### src/rtl/pdds_pkg.sv
// ----------------------------------------------------------------------------
// pdds_pkg: shared definitions of the planar drone dynamics step
// Fixed-point format, trig constants, the arctangent table, command and
// register codes, state types and the saturation helper.
// ----------------------------------------------------------------------------
package pdds_pkg;

  // number format
  localparam int FRAC_BITS  = 16;
  localparam int TRIG_STEPS = 16;
  localparam int DATA_W     = 32;
  localparam int CFG_W      = 31;
  localparam int CFG_IDX_W  = 3;
  localparam int CNT_W      = 5;

  // trig datapath widths
  localparam int Z_W   = 36;
  localparam int XY_W  = 34;
  localparam int REM_W = 33;

  // pi at FRAC_BITS, rounded to nearest, and the Q2.30 constants
  localparam longint PI_Q32    = 64'sd13493037705;
  localparam longint PI_Q      = (PI_Q32 + (64'sd1 <<< (31 - FRAC_BITS))) >>> (32 - FRAC_BITS);
  localparam longint TWO_PI_Q  = 2 * PI_Q;
  localparam longint PI30      = 64'sd3373259426;
  localparam longint HALF_PI30 = 64'sd1686629713;
  localparam longint GAIN30    = 64'sh26DD3B6A;

  // commands
  localparam logic [1:0] CMD_SET  = 2'd0;
  localparam logic [1:0] CMD_STEP = 2'd1;
  localparam logic [1:0] CMD_LOAD = 2'd2;

  // register indices
  localparam logic [CFG_IDX_W-1:0] REG_TIME_STEP   = 3'd0;
  localparam logic [CFG_IDX_W-1:0] REG_INV_MASS    = 3'd1;
  localparam logic [CFG_IDX_W-1:0] REG_GRAVITY     = 3'd2;
  localparam logic [CFG_IDX_W-1:0] REG_HALF_ARM    = 3'd3;
  localparam logic [CFG_IDX_W-1:0] REG_INV_INERTIA = 3'd4;
  localparam logic [CFG_IDX_W-1:0] REG_THRUST_MAX  = 3'd5;
  localparam logic [CFG_IDX_W-1:0] REG_THRUST_MIN  = 3'd6;

  // multiply chain steps
  localparam logic [3:0] OP_LAST = 4'd11;

  typedef enum logic [2:0] {
    ST_IDLE,
    ST_TRIG,
    ST_MUL_GO,
    ST_MUL_WAIT,
    ST_OUT
  } top_state_e;

  typedef enum logic [2:0] {
    TR_IDLE,
    TR_MOD,
    TR_FOLD,
    TR_ROT,
    TR_DONE
  } trig_state_e;

  // arctangent of 2^-i in Q2.30
  function automatic logic signed [Z_W-1:0] atan_lut(input logic [CNT_W-1:0] i);
    logic signed [Z_W-1:0] v;
    case (i)
      5'd0:  v = 36'sh03243F6A8;
      5'd1:  v = 36'sh01DAC6705;
      5'd2:  v = 36'sh00FADBAFC;
      5'd3:  v = 36'sh007F56EA6;
      5'd4:  v = 36'sh003FEAB76;
      5'd5:  v = 36'sh001FFD55B;
      5'd6:  v = 36'sh000FFFAAA;
      5'd7:  v = 36'sh0007FFF55;
      5'd8:  v = 36'sh0003FFFEA;
      5'd9:  v = 36'sh0001FFFFD;
      5'd10: v = 36'sh0000FFFFF;
      5'd11: v = 36'sh00007FFFF;
      5'd12: v = 36'sh00003FFFF;
      5'd13: v = 36'sh00001FFFF;
      5'd14: v = 36'sh00000FFFF;
      5'd15: v = 36'sh000007FFF;
      5'd16: v = 36'sh000003FFF;
      5'd17: v = 36'sh000001FFF;
      5'd18: v = 36'sh000000FFF;
      5'd19: v = 36'sh0000007FF;
      5'd20: v = 36'sh0000003FF;
      5'd21: v = 36'sh0000001FF;
      5'd22: v = 36'sh0000000FF;
      5'd23: v = 36'sh00000007F;
      default: v = '0;
    endcase
    return v;
  endfunction

  // clip a wide signed value to 32-bit signed
  function automatic logic signed [DATA_W-1:0] sat32(input logic signed [63:0] v);
    logic signed [DATA_W-1:0] r;
    if (v > 64'sh000000007FFFFFFF) begin
      r = 32'sh7FFFFFFF;
    end else if (v < -64'sh0000000080000000) begin
      r = 32'sh80000000;
    end else begin
      r = v[DATA_W-1:0];
    end
    return r;
  endfunction

endpackage

### src/rtl/planar_drone_dynamics_step.sv
// ----------------------------------------------------------------------------
// planar_drone_dynamics_step: planar two-rotor drone, one Euler step per step word
// Q16.16 rigid-body state stepped by a sequencer over a serial multiplier.
// ----------------------------------------------------------------------------
// Usage:
//  - Input words arrive on s_axis; each carries a command and its operands.
//    Set-thrust and load-position words, and unused codes, go from idle straight to the output state.
//  - A step word runs the angle reduction, fold, 16 CORDIC rotations and
//    hand-off, then twelve chained products on the bit-serial multiplier,
//    each from its own start state. The multiplier is the limiting unit.
//  - Every word returns one result word on m_axis holding position,
//    velocity, angle and rate after the word.
//  - One word is in work at a time; s_axis_tready is high only while idle.
//    A finished result sits in the output register; a stalled receiver holds
//    the next finished word in the sequencer until the register frees.
//  - Registers are to be written on the cfg port only while the block is idle,
//    a rule for the user that the block does not enforce; cfg_ready_o is always high.
//  - Reset clears the state to zero and loads the default registers.
// ----------------------------------------------------------------------------
module planar_drone_dynamics_step (
  input  logic                               clk_i,
  input  logic                               rst_ni,
  input  logic                               s_axis_tvalid,
  output logic                               s_axis_tready,
  // command[1:0], left_thrust[33:2], right_thrust[65:34], reset_x[97:66],
  // reset_y[129:98], zero fill to 136
  input  logic [135:0]                       s_axis_tdata,
  output logic                               m_axis_tvalid,
  input  logic                               m_axis_tready,
  // out_pos_x[31:0], out_pos_y[63:32], out_vel_x[95:64], out_vel_y[127:96],
  // out_angle[159:128], out_rate[191:160]
  output logic [191:0]                       m_axis_tdata,
  input  logic                               cfg_valid_i,
  output logic                               cfg_ready_o,
  input  logic [pdds_pkg::CFG_IDX_W-1:0]     cfg_index_i,
  input  logic [pdds_pkg::CFG_W-1:0]         cfg_data_i
);

  localparam int W = pdds_pkg::DATA_W;

  pdds_pkg::top_state_e st_q, st_d;

  // configuration
  logic [pdds_pkg::CFG_W-1:0] dt_q, imass_q, grav_q, arm_q, iinert_q, tmax_q, tmin_q;

  // body state
  logic signed [W-1:0] px_q, py_q, vx_q, vy_q, tilt_q, spin_q, hl_q, hr_q;
  logic signed [W-1:0] tot_q, dif_q, sin_q, cos_q, t1_q;
  logic [3:0]          op_q;
  logic                out_vld_q;
  logic [191:0]        out_q;

  // input fields
  logic [1:0]          cmd;
  logic signed [W-1:0] in_l, in_r, in_x, in_y;
  logic                in_acc;
  logic                out_free;
  logic                trig_start, trig_done, mul_start, mul_done;
  logic signed [W-1:0] trig_sin, trig_cos, mul_a, mul_b, mul_p;
  logic signed [W-1:0] cl_l, cl_r;

  assign cmd  = s_axis_tdata[1:0];
  assign in_l = s_axis_tdata[33:2];
  assign in_r = s_axis_tdata[65:34];
  assign in_x = s_axis_tdata[97:66];
  assign in_y = s_axis_tdata[129:98];

  assign in_acc      = s_axis_tvalid && s_axis_tready;
  assign out_free    = !out_vld_q || m_axis_tready;
  assign cfg_ready_o = 1'b1;

  // thrust clamp, max first then min
  function automatic logic signed [W-1:0] clamp(input logic signed [W-1:0] f,
                                                input logic [pdds_pkg::CFG_W-1:0] hi,
                                                input logic [pdds_pkg::CFG_W-1:0] lo);
    logic signed [W:0] a;
    a = (33'(f) > $signed({2'b00, hi})) ? $signed({2'b00, hi}) : 33'(f);
    a = (a < $signed({2'b00, lo})) ? $signed({2'b00, lo}) : a;
    return a[W-1:0];
  endfunction

  assign cl_l = clamp(in_l, tmax_q, tmin_q);
  assign cl_r = clamp(in_r, tmax_q, tmin_q);

  // operand selection for the multiply chain
  always_comb begin
    mul_a = t1_q;
    mul_b = W'(dt_q);
    case (op_q)
      4'd0:  begin mul_a = tot_q;  mul_b = sin_q;        end
      4'd1:  begin mul_a = t1_q;   mul_b = W'(imass_q);  end
      4'd2:  begin mul_a = t1_q;   mul_b = W'(dt_q);     end
      4'd3:  begin mul_a = tot_q;  mul_b = cos_q;        end
      4'd4:  begin mul_a = t1_q;   mul_b = W'(imass_q);  end
      4'd5:  begin mul_a = t1_q;   mul_b = W'(dt_q);     end
      4'd6:  begin mul_a = vx_q;   mul_b = W'(dt_q);     end
      4'd7:  begin mul_a = vy_q;   mul_b = W'(dt_q);     end
      4'd8:  begin mul_a = dif_q;  mul_b = W'(arm_q);    end
      4'd9:  begin mul_a = t1_q;   mul_b = W'(iinert_q); end
      4'd10: begin mul_a = t1_q;   mul_b = W'(dt_q);     end
      4'd11: begin mul_a = spin_q; mul_b = W'(dt_q);     end
      default: ;
    endcase
  end

  pdds_trig u_trig (
    .clk_i   (clk_i),
    .rst_ni  (rst_ni),
    .start_i (trig_start),
    .angle_i (tilt_q),
    .done_o  (trig_done),
    .sin_o   (trig_sin),
    .cos_o   (trig_cos)
  );

  pdds_mul u_mul (
    .clk_i   (clk_i),
    .rst_ni  (rst_ni),
    .start_i (mul_start),
    .a_i     (mul_a),
    .b_i     (mul_b),
    .done_o  (mul_done),
    .p_o     (mul_p)
  );

  // next state
  always_comb begin
    st_d = st_q;
    case (st_q)
      pdds_pkg::ST_IDLE: begin
        if (in_acc) st_d = (cmd == pdds_pkg::CMD_STEP) ? pdds_pkg::ST_TRIG : pdds_pkg::ST_OUT;
      end
      pdds_pkg::ST_TRIG:     if (trig_done) st_d = pdds_pkg::ST_MUL_GO;
      pdds_pkg::ST_MUL_GO:   st_d = pdds_pkg::ST_MUL_WAIT;
      pdds_pkg::ST_MUL_WAIT: begin
        if (mul_done) st_d = (op_q == pdds_pkg::OP_LAST) ? pdds_pkg::ST_OUT : pdds_pkg::ST_MUL_GO;
      end
      pdds_pkg::ST_OUT:      if (out_free) st_d = pdds_pkg::ST_IDLE;
      default:               st_d = pdds_pkg::ST_IDLE;
    endcase
  end

  // control outputs
  always_comb begin
    s_axis_tready = (st_q == pdds_pkg::ST_IDLE);
    trig_start    = (st_q == pdds_pkg::ST_IDLE) && in_acc && (cmd == pdds_pkg::CMD_STEP);
    mul_start     = (st_q == pdds_pkg::ST_MUL_GO);
  end

  // config, state machine and result register
  always_ff @(posedge clk_i or negedge rst_ni) begin
    if (!rst_ni) begin
      st_q      <= pdds_pkg::ST_IDLE;
      out_vld_q <= 1'b0;
      out_q     <= '0;
      op_q      <= '0;
      t1_q      <= '0;
      dt_q      <= 31'd1092;
      imass_q   <= 31'd65536;
      grav_q    <= 31'd642908;
      arm_q     <= 31'd32768;
      iinert_q  <= 31'd65536;
      tmax_q    <= 31'd1157234;
      tmin_q    <= 31'd128582;
      px_q      <= '0;
      py_q      <= '0;
      vx_q      <= '0;
      vy_q      <= '0;
      tilt_q    <= '0;
      spin_q    <= '0;
      hl_q      <= '0;
      hr_q      <= '0;
    end else begin
      st_q <= st_d;
      if (cfg_valid_i) begin
        case (cfg_index_i)
          pdds_pkg::REG_TIME_STEP:   dt_q     <= cfg_data_i;
          pdds_pkg::REG_INV_MASS:    imass_q  <= cfg_data_i;
          pdds_pkg::REG_GRAVITY:     grav_q   <= cfg_data_i;
          pdds_pkg::REG_HALF_ARM:    arm_q    <= cfg_data_i;
          pdds_pkg::REG_INV_INERTIA: iinert_q <= cfg_data_i;
          pdds_pkg::REG_THRUST_MAX:  tmax_q   <= cfg_data_i;
          pdds_pkg::REG_THRUST_MIN:  tmin_q   <= cfg_data_i;
          default: ;
        endcase
      end
      // result register valid: load when a word finishes, clear when taken
      if ((st_q == pdds_pkg::ST_OUT) && out_free) begin
        out_vld_q <= 1'b1;
      end else if (m_axis_tready) begin
        out_vld_q <= 1'b0;
      end
      case (st_q)
        pdds_pkg::ST_IDLE: begin
          op_q <= '0;
          if (in_acc) begin
            case (cmd)
              pdds_pkg::CMD_SET: begin
                hl_q <= cl_l;
                hr_q <= cl_r;
              end
              pdds_pkg::CMD_LOAD: begin
                hl_q   <= '0;
                hr_q   <= '0;
                tilt_q <= '0;
                spin_q <= '0;
                vx_q   <= '0;
                vy_q   <= '0;
                px_q   <= in_x;
                py_q   <= in_y;
              end
              default: ;
            endcase
          end
        end
        pdds_pkg::ST_MUL_WAIT: begin
          if (mul_done) begin
            op_q <= op_q + 1'b1;
            case (op_q)
              4'd2:  vx_q   <= pdds_pkg::sat32(64'(vx_q) + 64'(mul_p));
              4'd4:  t1_q   <= pdds_pkg::sat32(64'(grav_q) - 64'(mul_p));
              4'd5:  vy_q   <= pdds_pkg::sat32(64'(vy_q) + 64'(mul_p));
              4'd6:  px_q   <= pdds_pkg::sat32(64'(px_q) + 64'(mul_p));
              4'd7:  py_q   <= pdds_pkg::sat32(64'(py_q) + 64'(mul_p));
              4'd10: spin_q <= pdds_pkg::sat32(64'(spin_q) + 64'(mul_p));
              4'd11: tilt_q <= pdds_pkg::sat32(64'(tilt_q) + 64'(mul_p));
              default: t1_q <= mul_p;
            endcase
          end
        end
        pdds_pkg::ST_OUT: begin
          if (out_free) begin
            out_q <= {spin_q, tilt_q, vy_q, vx_q, py_q, px_q};
          end
        end
        default: ;
      endcase
    end
  end

  // step operands: thrust sum and difference at step start, sine and cosine at trig done
  always_ff @(posedge clk_i) begin
    if (trig_start) begin
      tot_q <= pdds_pkg::sat32(64'(hl_q) + 64'(hr_q));
      dif_q <= pdds_pkg::sat32(64'(hl_q) - 64'(hr_q));
    end
    if (trig_done) begin
      sin_q <= trig_sin;
      cos_q <= trig_cos;
    end
  end

  assign m_axis_tvalid = out_vld_q;
  assign m_axis_tdata  = out_q;

endmodule

### src/rtl/pdds_mul.sv
// ----------------------------------------------------------------------------
// pdds_mul: bit-serial fixed-point multiplier
// Shift-and-add over the multiplier bits, one bit per cycle, the sign bit
// subtracted; the product is floor-shifted and saturated.
// ----------------------------------------------------------------------------
module pdds_mul (
  input  logic                                clk_i,
  input  logic                                rst_ni,
  input  logic                                start_i,
  input  logic signed [pdds_pkg::DATA_W-1:0]  a_i,
  input  logic signed [pdds_pkg::DATA_W-1:0]  b_i,
  output logic                                done_o,
  output logic signed [pdds_pkg::DATA_W-1:0]  p_o
);

  logic                            run_q;
  logic                            done_q;
  logic [pdds_pkg::CNT_W-1:0]      cnt_q;
  logic signed [63:0]              acc_q;
  logic signed [63:0]              ash_q;
  logic [pdds_pkg::DATA_W-1:0]     bsh_q;
  logic                            last_bit;

  assign last_bit = (cnt_q == pdds_pkg::CNT_W'(pdds_pkg::DATA_W - 1));

  // control
  always_ff @(posedge clk_i or negedge rst_ni) begin
    if (!rst_ni) begin
      run_q  <= 1'b0;
      done_q <= 1'b0;
      cnt_q  <= '0;
    end else begin
      done_q <= run_q && !start_i && last_bit;
      if (start_i) begin
        run_q <= 1'b1;
        cnt_q <= '0;
      end else if (run_q) begin
        cnt_q <= cnt_q + 1'b1;
        if (last_bit) begin
          run_q <= 1'b0;
        end
      end
    end
  end

  // datapath
  always_ff @(posedge clk_i) begin
    if (start_i) begin
      acc_q <= '0;
      ash_q <= 64'(a_i);
      bsh_q <= b_i;
    end else if (run_q) begin
      if (bsh_q[0]) begin
        acc_q <= last_bit ? acc_q - ash_q : acc_q + ash_q;
      end
      ash_q <= ash_q <<< 1;
      bsh_q <= bsh_q >> 1;
    end
  end

  assign done_o = done_q;
  assign p_o    = pdds_pkg::sat32(acc_q >>> pdds_pkg::FRAC_BITS);

endmodule

### src/rtl/pdds_trig.sv
// ----------------------------------------------------------------------------
// pdds_trig: angle reduction and CORDIC sine/cosine
// Restoring remainder by 2*pi one bit per cycle, a fold into the right half
// plane, then one CORDIC rotation per cycle.
// ----------------------------------------------------------------------------
module pdds_trig (
  input  logic                                clk_i,
  input  logic                                rst_ni,
  input  logic                                start_i,
  input  logic signed [pdds_pkg::DATA_W-1:0]  angle_i,
  output logic                                done_o,
  output logic signed [pdds_pkg::DATA_W-1:0]  sin_o,
  output logic signed [pdds_pkg::DATA_W-1:0]  cos_o
);

  localparam logic [pdds_pkg::REM_W-1:0] TwoPiRem = pdds_pkg::REM_W'(pdds_pkg::TWO_PI_Q);
  localparam int OutShift = 30 - pdds_pkg::FRAC_BITS;

  pdds_pkg::trig_state_e st_q, st_d;

  logic [pdds_pkg::CNT_W-1:0]        cnt_q;
  logic [pdds_pkg::DATA_W-1:0]       mag_q;
  logic [pdds_pkg::REM_W-1:0]        rem_q;
  logic                              neg_q;
  logic                              flip_q;
  logic signed [pdds_pkg::Z_W-1:0]   z_q;
  logic signed [pdds_pkg::XY_W-1:0]  x_q;
  logic signed [pdds_pkg::XY_W-1:0]  y_q;

  logic [pdds_pkg::REM_W-1:0]        rem_sh;
  logic [pdds_pkg::REM_W-1:0]        rem_nx;
  logic signed [pdds_pkg::Z_W-1:0]   rr;
  logic signed [pdds_pkg::Z_W-1:0]   rw;
  logic signed [pdds_pkg::Z_W-1:0]   zs;
  logic signed [pdds_pkg::Z_W-1:0]   zf;
  logic                              fl;
  logic signed [pdds_pkg::XY_W-1:0]  xs;
  logic signed [pdds_pkg::XY_W-1:0]  ys;
  logic signed [pdds_pkg::XY_W-1:0]  xo;
  logic signed [pdds_pkg::XY_W-1:0]  yo;
  logic                              mod_end;
  logic                              rot_end;

  // remainder step
  always_comb begin
    rem_sh = {rem_q[pdds_pkg::REM_W-2:0], mag_q[pdds_pkg::DATA_W-1]};
    rem_nx = (rem_sh >= TwoPiRem) ? rem_sh - TwoPiRem : rem_sh;
  end

  // signed remainder into (-pi, pi], scale to Q2.30, fold to +-pi/2
  always_comb begin
    rr = (neg_q && (rem_q != '0)) ? pdds_pkg::Z_W'(pdds_pkg::TWO_PI_Q) -
         pdds_pkg::Z_W'(rem_q) : pdds_pkg::Z_W'(rem_q);
    rw = (rr > pdds_pkg::Z_W'(pdds_pkg::PI_Q)) ? rr - pdds_pkg::Z_W'(pdds_pkg::TWO_PI_Q) : rr;
    zs = rw <<< OutShift;
    fl = 1'b0;
    zf = zs;
    if (zs > pdds_pkg::Z_W'(pdds_pkg::HALF_PI30)) begin
      zf = zs - pdds_pkg::Z_W'(pdds_pkg::PI30);
      fl = 1'b1;
    end else if (zs < -pdds_pkg::Z_W'(pdds_pkg::HALF_PI30)) begin
      zf = zs + pdds_pkg::Z_W'(pdds_pkg::PI30);
      fl = 1'b1;
    end
  end

  assign xs      = x_q >>> cnt_q;
  assign ys      = y_q >>> cnt_q;
  assign mod_end = (cnt_q == pdds_pkg::CNT_W'(pdds_pkg::DATA_W - 1));
  assign rot_end = (cnt_q == pdds_pkg::CNT_W'(pdds_pkg::TRIG_STEPS - 1));

  // next state
  always_comb begin
    st_d = st_q;
    case (st_q)
      pdds_pkg::TR_IDLE: if (start_i) st_d = pdds_pkg::TR_MOD;
      pdds_pkg::TR_MOD:  if (mod_end) st_d = pdds_pkg::TR_FOLD;
      pdds_pkg::TR_FOLD: st_d = pdds_pkg::TR_ROT;
      pdds_pkg::TR_ROT:  if (rot_end) st_d = pdds_pkg::TR_DONE;
      pdds_pkg::TR_DONE: st_d = pdds_pkg::TR_IDLE;
      default:           st_d = pdds_pkg::TR_IDLE;
    endcase
  end

  // outputs
  always_comb begin
    done_o = (st_q == pdds_pkg::TR_DONE);
    xo     = x_q >>> OutShift;
    yo     = y_q >>> OutShift;
    if (flip_q) begin
      xo = -xo;
      yo = -yo;
    end
    cos_o = pdds_pkg::sat32(64'(xo));
    sin_o = pdds_pkg::sat32(64'(yo));
  end

  always_ff @(posedge clk_i or negedge rst_ni) begin
    if (!rst_ni) begin
      st_q  <= pdds_pkg::TR_IDLE;
      cnt_q <= '0;
    end else begin
      st_q <= st_d;
      case (st_q)
        pdds_pkg::TR_IDLE: cnt_q <= '0;
        pdds_pkg::TR_MOD:  cnt_q <= mod_end ? '0 : cnt_q + 1'b1;
        pdds_pkg::TR_ROT:  cnt_q <= cnt_q + 1'b1;
        default:           cnt_q <= '0;
      endcase
    end
  end

  // datapath
  always_ff @(posedge clk_i) begin
    case (st_q)
      pdds_pkg::TR_IDLE: begin
        if (start_i) begin
          neg_q <= angle_i[pdds_pkg::DATA_W-1];
          mag_q <= angle_i[pdds_pkg::DATA_W-1] ? pdds_pkg::DATA_W'(-angle_i) : angle_i;
          rem_q <= '0;
        end
      end
      pdds_pkg::TR_MOD: begin
        rem_q <= rem_nx;
        mag_q <= mag_q << 1;
      end
      pdds_pkg::TR_FOLD: begin
        z_q    <= zf;
        flip_q <= fl;
        x_q    <= pdds_pkg::XY_W'(pdds_pkg::GAIN30);
        y_q    <= '0;
      end
      pdds_pkg::TR_ROT: begin
        if (!z_q[pdds_pkg::Z_W-1]) begin
          x_q <= x_q - ys;
          y_q <= y_q + xs;
          z_q <= z_q - pdds_pkg::atan_lut(cnt_q);
        end else begin
          x_q <= x_q + ys;
          y_q <= y_q - xs;
          z_q <= z_q + pdds_pkg::atan_lut(cnt_q);
        end
      end
      default: ;
    endcase
  end

endmodule

### config.mk
export PLATFORM = sky130hd
export DESIGN_NAME = planar_drone_dynamics_step
export DESIGN_NICKNAME = d
export VERILOG_FILES = /design/src/rtl/pdds_pkg.sv /design/src/rtl/planar_drone_dynamics_step.sv /design/src/rtl/pdds_mul.sv /design/src/rtl/pdds_trig.sv
export SDC_FILE = /design/constraint.sdc
export NUM_CORES = 2
export LEC_CHECK = 0
export BUFFER_PORTS_ARGS = -buffer_cell sky130_fd_sc_hd__buf_2
export CAP_MARGIN = 20
export CORE_MARGIN = 2
export CORE_UTILIZATION = 58
export CTS_BUF_LIST = sky130_fd_sc_hd__clkbuf_8 sky130_fd_sc_hd__clkbuf_16
export CTS_CLUSTER_DIAMETER = 60
export DETAILED_ROUTE_END_ITERATION = 10
export GPL_ROUTABILITY_DRIVEN = 0
export MAX_ROUTING_LAYER = met4
export PLACE_DENSITY_LB_ADDON = 0.1
export SLEW_MARGIN = 10
export SYNTH_ARGS = -nofsm -noshare
export SYNTH_HDL_FRONTEND = slang
export SYNTH_HIERARCHICAL = 1
export SYNTH_SLANG_ARGS = --single-unit
### constraint.sdc
create_clock -name clk_i -period 8.35 [get_ports clk_i]
set_input_delay 1.67 -clock clk_i [delete_from_list [all_inputs] [get_ports clk_i]]
set_output_delay 1.67 -clock clk_i [all_outputs]
set_load 0.1 [all_outputs]
* Yosys cells after proc, flatten, opt, wreduce, memory -nomap -nowiden *
Memory sizes are Yosys's and may differ from the RTL's.
Cells that the tools add are included.

word-level totals
  register bits = 1179
  output and inout bits = 195
  memories = 2
  bits in read-only memories = 1920
  input port bits = 175

memories
  memory            depth  bits a word  rd ports  clocked after memory_dff  wr ports  RTL line        source
  (name not given)  32     30           1         0                         0         pdds_pkg.sv:65  case (i)
  (name not given)  32     30           1         0                         0         pdds_pkg.sv:65

cells by class
  $lt $le $gt $ge = 32
  muxes and demuxes = 103
  add/subtract/negate cells = 28
  reduce and logical (&&, ||, !) cells = 47
  shifts and indexed selects = 2
  eq/ne operators = 44
  bitwise operators = 1

operator list
  operator                                                                            count
  32-bit two-way mux                                                                  44
  32-bit case mux with 2 select lines                                                 10
  32-bit case mux with 5 select lines                                                 2
  33-bit by 32-bit greater-than comparator with 1-bit output (second input constant)  9
  33-bit by 32-bit < comparator with 1-bit output (second input constant)             9
  36-bit two-way mux                                                                  8
  32-bit by 32-bit adder with 33-bit output                                           7
  64-bit two-way mux                                                                  3
  34-bit two-way mux                                                                  4
  34-bit case mux with 2 select lines                                                 2
  33-bit two-way mux                                                                  4
  36-bit case mux with 2 select lines                                                 1
  34-bit adder                                                                        2
  34-bit by 32-bit greater-than comparator with 1-bit output (second input constant)  2
  34-bit by 32-bit < comparator with 1-bit output (second input constant)             2
  20-bit negator with 34-bit output                                                   2
  34-bit by 5-bit >>> shifter with 34-bit output                                      2
  34-bit subtractor                                                                   2
  33-bit by 32-bit < comparator with 1-bit output                                     2
  33-bit case mux with 2 select lines                                                 1
  32-bit by 32-bit subtractor with 33-bit output                                      2
  64-bit adder                                                                        1
  32-bit greater-than comparator                                                      2
  64-bit subtractor                                                                   1
  other kinds (53)                                                                    133

* Longest topological paths before layout *
  word-level depth = 10
  depth in mapped cells = 33
  depth with buffers taken out = 28

* Modules after synthesis *
The synthesis kept the hierarchy.

modules (own cells, without submodules)
  module                      times used  cells each  area an instance (um2)  sequential area each (um2)
  planar_drone_dynamics_step  1           5294        53023.4                 21531.9
  pdds_trig                   1           2717        23079.6                 5335.1
  pdds_mul                    1           1394        12110.4                 4339.2

* Least setup slack after synthesis *
OpenSTA, ideal clock, no wires.

  path type = register to register
  start = reg u_trig/cnt_q[3] (netlist bit)
  end = reg u_trig/z_q[34] (netlist bit), data pin
  path buffers = 7
  slack = 1456 ps
  stages on the path, launching flop included = 34
  data required time = 8089 ps
  data arrival time = 6633 ps
  clock period less this slack = 6894 ps
  path through = dfrtp_1 > clkinv_1 > buf_1 > buf_2 > buf_2 > buf_1 > clkbuf_1 > buf_1 > nand3_1 > a21oi_1 > a311oi_1 > inv_1 > ha_1 > nand3_1 > nor3b_1 > nand2_1 > nand2_1 > buf_1 > xnor2_1 > ha_1 > nand2_1 > o21a_1 > o21a_1 > o31ai_1 > a211oi_1 > nor3b_1 > or3b_2 > a31oi_1 > a21oi_1 > a41o_1 > a21oi_1 > xor2_1 > nand2_1 > o311a_1

between the ends
  longest elaborated chain between the ends = 6
  elaborated cells between the ends (all ways) = 10
  those cells by class = add/sub: 2; mux: 6; memory: 2

RTL lines
  element                                                   RTL line                            source
  start, declared                                           pdds_trig.sv:21                     logic [pdds_pkg::CNT_W-1:0] cnt_q;
  start signal, assigned                                    pdds_trig.sv:106                    pdds_pkg::TR_MOD: cnt_q <= mod_end ? '0 : cnt_q + 1'b1;
  start signal, assigned                                    pdds_trig.sv:107                    pdds_pkg::TR_ROT: cnt_q <= cnt_q + 1'b1;
  memory 32 x 30 bit                                        --
  36-bit two-way mux                                        pdds_trig.sv:134                    if (!z_q[pdds_pkg::Z_W-1]) begin
  36-bit two-way mux                                        pdds_trig.sv:115                    case (st_q)
  36-bit subtractor / 36-bit adder (equally long branches)  pdds_trig.sv:137, pdds_trig.sv:141
  36-bit two-way mux (*)                                    pdds_trig.sv:134
  36-bit case mux with 2 select lines (*)                   pdds_trig.sv:115
  end signal, assigned                                      pdds_trig.sv:128                    z_q <= zf;
  end signal, assigned                                      pdds_trig.sv:137                    z_q <= z_q - pdds_pkg::atan_lut(cnt_q);
  end signal, assigned                                      pdds_trig.sv:141                    z_q <= z_q + pdds_pkg::atan_lut(cnt_q);
  end, declared                                             pdds_trig.sv:26                     logic signed [pdds_pkg::Z_W-1:0] z_q;

Mark *: on every way between the ends. The rest lies on a longest branch, timed or not. The select of a mux whose other input is x is not followed.
A chain may end at the register's enable or synchronous reset.

* Worst setup path in the final report *
  start = reg u_trig/cnt_q[0] (netlist bit)
  end = reg u_trig/y_q[32] (netlist bit), data pin

between the ends
  longest elaborated chain between the ends = 4
  elaborated cells between the ends (all ways) = 5
  those cells by class = add/sub: 2; shift: 1; mux: 2

RTL lines
  element                                                   RTL line                            source
  34-bit by 5-bit >>> shifter with 34-bit output (*)        pdds_trig.sv:67                     assign xs = x_q >>> cnt_q;
  34-bit adder / 34-bit subtractor (equally long branches)  pdds_trig.sv:136, pdds_trig.sv:140
  34-bit two-way mux (*)                                    pdds_trig.sv:134
  34-bit case mux with 2 select lines (*)                   pdds_trig.sv:115
  end signal, assigned                                      pdds_trig.sv:136                    y_q <= y_q + xs;
  end signal, assigned                                      pdds_trig.sv:140                    y_q <= y_q - xs;
  end, declared                                             pdds_trig.sv:28                     logic signed [pdds_pkg::XY_W-1:0] y_q;

Mark *: on every way between the ends. The rest lies on a longest branch, timed or not.

==> flow_metrics.tcl <==
set metrics [dict create \
    status "finished, final reports clean" \
    synthFlopType "dfrtp_1" \
    ys_seq_area_share_pct 35.38 \
    finalClockSkew_ns 0.02610 \
    postCtsSetupRepairBufs 0 \
    ys_top_cells_by_count "nand2_1 (845), a21oi_1 (714), dfrtp_1 (683)" \
    drt-initial-drc-count 8202 \
    cts_tree "done" \
    pwr-share-comb_pct 60.2 \
    syn_avg_cell_area_um2 9.379 \
    finalHoldViolations 0 \
    grt.total_usage_pct 36.23 \
    grt_pass1_wl_mm 430.2 \
    p_leak_uw 0.04259 \
    cts_buffer_depth 3 \
    power_frac_seq_pct 23.4 \
    grt.overflow.total 0 \
    yosys.area_share.adder_pct 8.924 \
    synthesis.nets 10200 \
    muxShareOfSynthArea_pct 9.774 \
    dieArea_um2 155200 \
    cts.reportedPaths.clkPinSlew_ns 0.06 \
    min_path_cells 2 \
    regArea_um2 31210 \
    grt_max_degree 155 \
    fp.dieH_um 394.0 \
    synth_compound_area_share_pct 21.91 \
    rsz0062_at_grt "no" \
    syn_inst 9405 \
    synth_cell_types 130 \
    peakVddDrop_uv 294.4 \
    period_minus_slack_ns 7.581 \
    worst_skew_pair.late_latency_ns 0.79 \
    vias 77080 \
    core_um2 151500 \
    die_w_um 394.0 \
    maxSlewViolCount 0 \
    hpwlAfterDp_mm 202.5 \
    antenna_left 0 \
    drt_pass1_iterations 7 \
    synth_edf_count 395 \
    antenna_found_initial 19 \
    synth_area_leaders "dfrtp_1 (19%), edfxtp_1 (13%), ha_1 (8.5%), mux2_2 (6.7%), a21oi_1 (4.1%)" \
    synth-simple-area-share_pct 13.66 \
    io_pins 370 \
    hold_class "reg2reg" \
    finalWirelength_mm 280.5 \
    nets 10290 \
    drive_gt1_share_pct 16.21 \
    io_buffers 362 \
    ctsHoldBuffers 0 \
    p_int_uw 20140 \
    power_density_nw_per_um2 401.4 \
    critPathRequiredTime_ns 8.86 \
    yosys.cell_count.top_type "nand2_1" \
    synth_top_family_by_area "compound AO/OA/AOI/OAI gates" \
    cts-buffers-inserted 143 \
    viasPerCell 6.614 \
    fillers 12560 \
    htreeDepth 4 \
    synth_area_leader_cell "dfrtp_1" \
    multi_input_area_um2 53630 \
    worst_pin_slew_ns 1.226 \
    synthArstFlopShare_pct 61.07 \
    setup_violations 0 \
    start_kind "register" \
    syn_to_final_growth_pct 9.312 \
    cp.arrival_ns 8.09 \
    critPathMaxFanout 53 \
    synth_top_cell_area_share_pct 19.38 \
    post-route-period-util_pct 90.79 \
    ys_ff_latch 1179 \
    synth_area_um2 88210 \
    rows 143 \
    wire_per_inst_um 24.07 \
    synth-xor-area-share_pct 6.289 \
    final_cells 11650 \
    end_kind "register" \
    fmax_ghz 0.1319 \
    grt_pass1_vias 72880 \
    cap_violations 0 \
    cts_root_buf "clkbuf_16" \
    drc 0 \
    clkSinkCount 1179 \
    p_sw_uw 18570 \
    worst-setup-path-type "reg2reg" \
    clkPwrFrac_pct 16.3 \
    place_inst 11380 \
    max_slew_margin_pct 18.25 \
    synth_warnings 6 \
    ctsResizeCount 0 \
    initial_core_util_pct 58.21 \
    fin_tns_setup_ns 0 \
    r2r_cells 25 \
    p_sw_share_pct 47.98 \
]
layout by cell type, fill, tap and decap left out, drive strengths merged, types with 72 or more instances in the layout:
cell type  instances
nor2             545
xor2             230
nand2            849
a221o            154
buf              495
and3              91
edfxtp           395
o21ai            728
or3              138
nor2b             80
a211oi            78
mux2             529
nor3             119
o21bai            74
and2              78
o211ai            95
o21a              92
clkbuf           164
a21o             284
xnor2            400
ha               602
dfrtp            683
nand2b            91
mux4              93
nand4            102
inv              400
a22oi             72
a31oi            162
nand3            163
a21oi            727
layer usage:
layer	share of wire, %	GRT usage (%)	vias to the layer above	wire (µm)
li1	-	-	35200	-
met1	40	46.84	37470	113400
met2	45	54.55	3575	125400
met3	8.6	5.886	832	24150
met4	6.3	19.72	0	17550
met5	0	-	-	0
cells by family after synthesis:
| group | after synthesis |
|---|---|
| mux | 679 |
| buf+inv | 897 |
| flops | 1179 |
| other cells | 1 |
| xor+xnor | 630 |
| compound gates | 2918 |
| simple gates | 2478 |
| fa+ha+maj | 623 |
final cells by class:
cell class,count,area share [%]
Multi-Input combinational cell,7329,55.62
Sequential cell,1179,32.37
Clock buffer,164,4.092
Timing Repair Buffer,496,3.049
Tap cell,2030,2.634
Inverter,348,1.355
Clock inverter,98,0.8590
Antenna cell,9,0.02336
power groups by stage:
stage	logic [µW]	clock network, µW	registers, µW
2_1_floorplan	16500	0	9540
6_report	23300	6320	9070
4_1_cts	22800	6390	9040
3_5_place_dp	22700	0	9140
3_3_place_gp	22200	0	9080
5_1_grt	25400	6620	9230
metrics by stage:
| stage | setup WS, ns | cell area [µm²] | utilization (%) | power [µW] | hold WS, ns |
|---|---|---|---|---|---|
| 2_1_floorplan | 1.456 | 88210 | - | 26030 | 0.4362 |
| 3_3_place_gp | 0.4721 | 91560 | 60.41 | 31300 | 0.4428 |
| 3_5_place_dp | 0.4456 | 91570 | 60.42 | 31810 | 0.4492 |
| 4_1_cts | 0.7913 | 96340 | 63.57 | 38260 | 0.4577 |
| 5_1_grt | 0.2346 | 96420 | 63.62 | 41230 | 0.4682 |
| 6_report | 0.7687 | 96430 | 63.63 | 38710 | 0.4577 |
worst max-delay path: stages, from the launching register on:
cell      delay (ns)
dfrtp_4         0.97
buf_4           0.33
mux4_2          0.53
mux4_2          0.55
mux2i_1         0.31
ha_1            0.23
nand2_1         0.08
o41ai_1         0.47
o21ai_0         0.23
a21oi_1         0.22
and2_1          0.25
o21ai_0         0.14
xnor2_1         0.15
ha_1            0.30
o21a_1          0.12
o21ai_0         0.29
nor2_1          0.09
a31oi_1         0.21
a31oi_1         0.22
a211oi_1        0.41
o311ai_0        0.28
a21o_1          0.24
a21o_1          0.20
a31oi_1         0.21
xor2_1          0.18
nor2_1          0.05
state kept, by name, indices dropped and copies added, names as in the netlist, 33 cells and up:
| name | cells |
|---|---|
| m_axis_tdata | 192 |
| u_mul/acc_q | 64 |
| u_mul/ash_q | 64 |
| u_trig/z_q | 36 |
| u_trig/x_q | 34 |
| u_trig/y_q | 34 |
| u_trig/rem_q | 33 |
final timing paths:
check / slack (ns) / startpoint / endpoint
hold reg to reg: 0.46 / u_mul/acc_q[7] / u_mul/acc_q[7]
setup reg to reg: 0.77 / u_trig/cnt_q[0] / u_trig/y_q[32]
hold / removal: 0.46 / u_mul/acc_q[7] / u_mul/acc_q[7]
setup / recovery: 0.77 / u_trig/cnt_q[0] / u_trig/y_q[32]
max in group asynchronous: 5.58 / rst_ni / m_axis_tdata[103]
min in group asynchronous: 0.90 / rst_ni / m_axis_tdata[8]
Note: power is estimated with default switching activity, not from simulation.
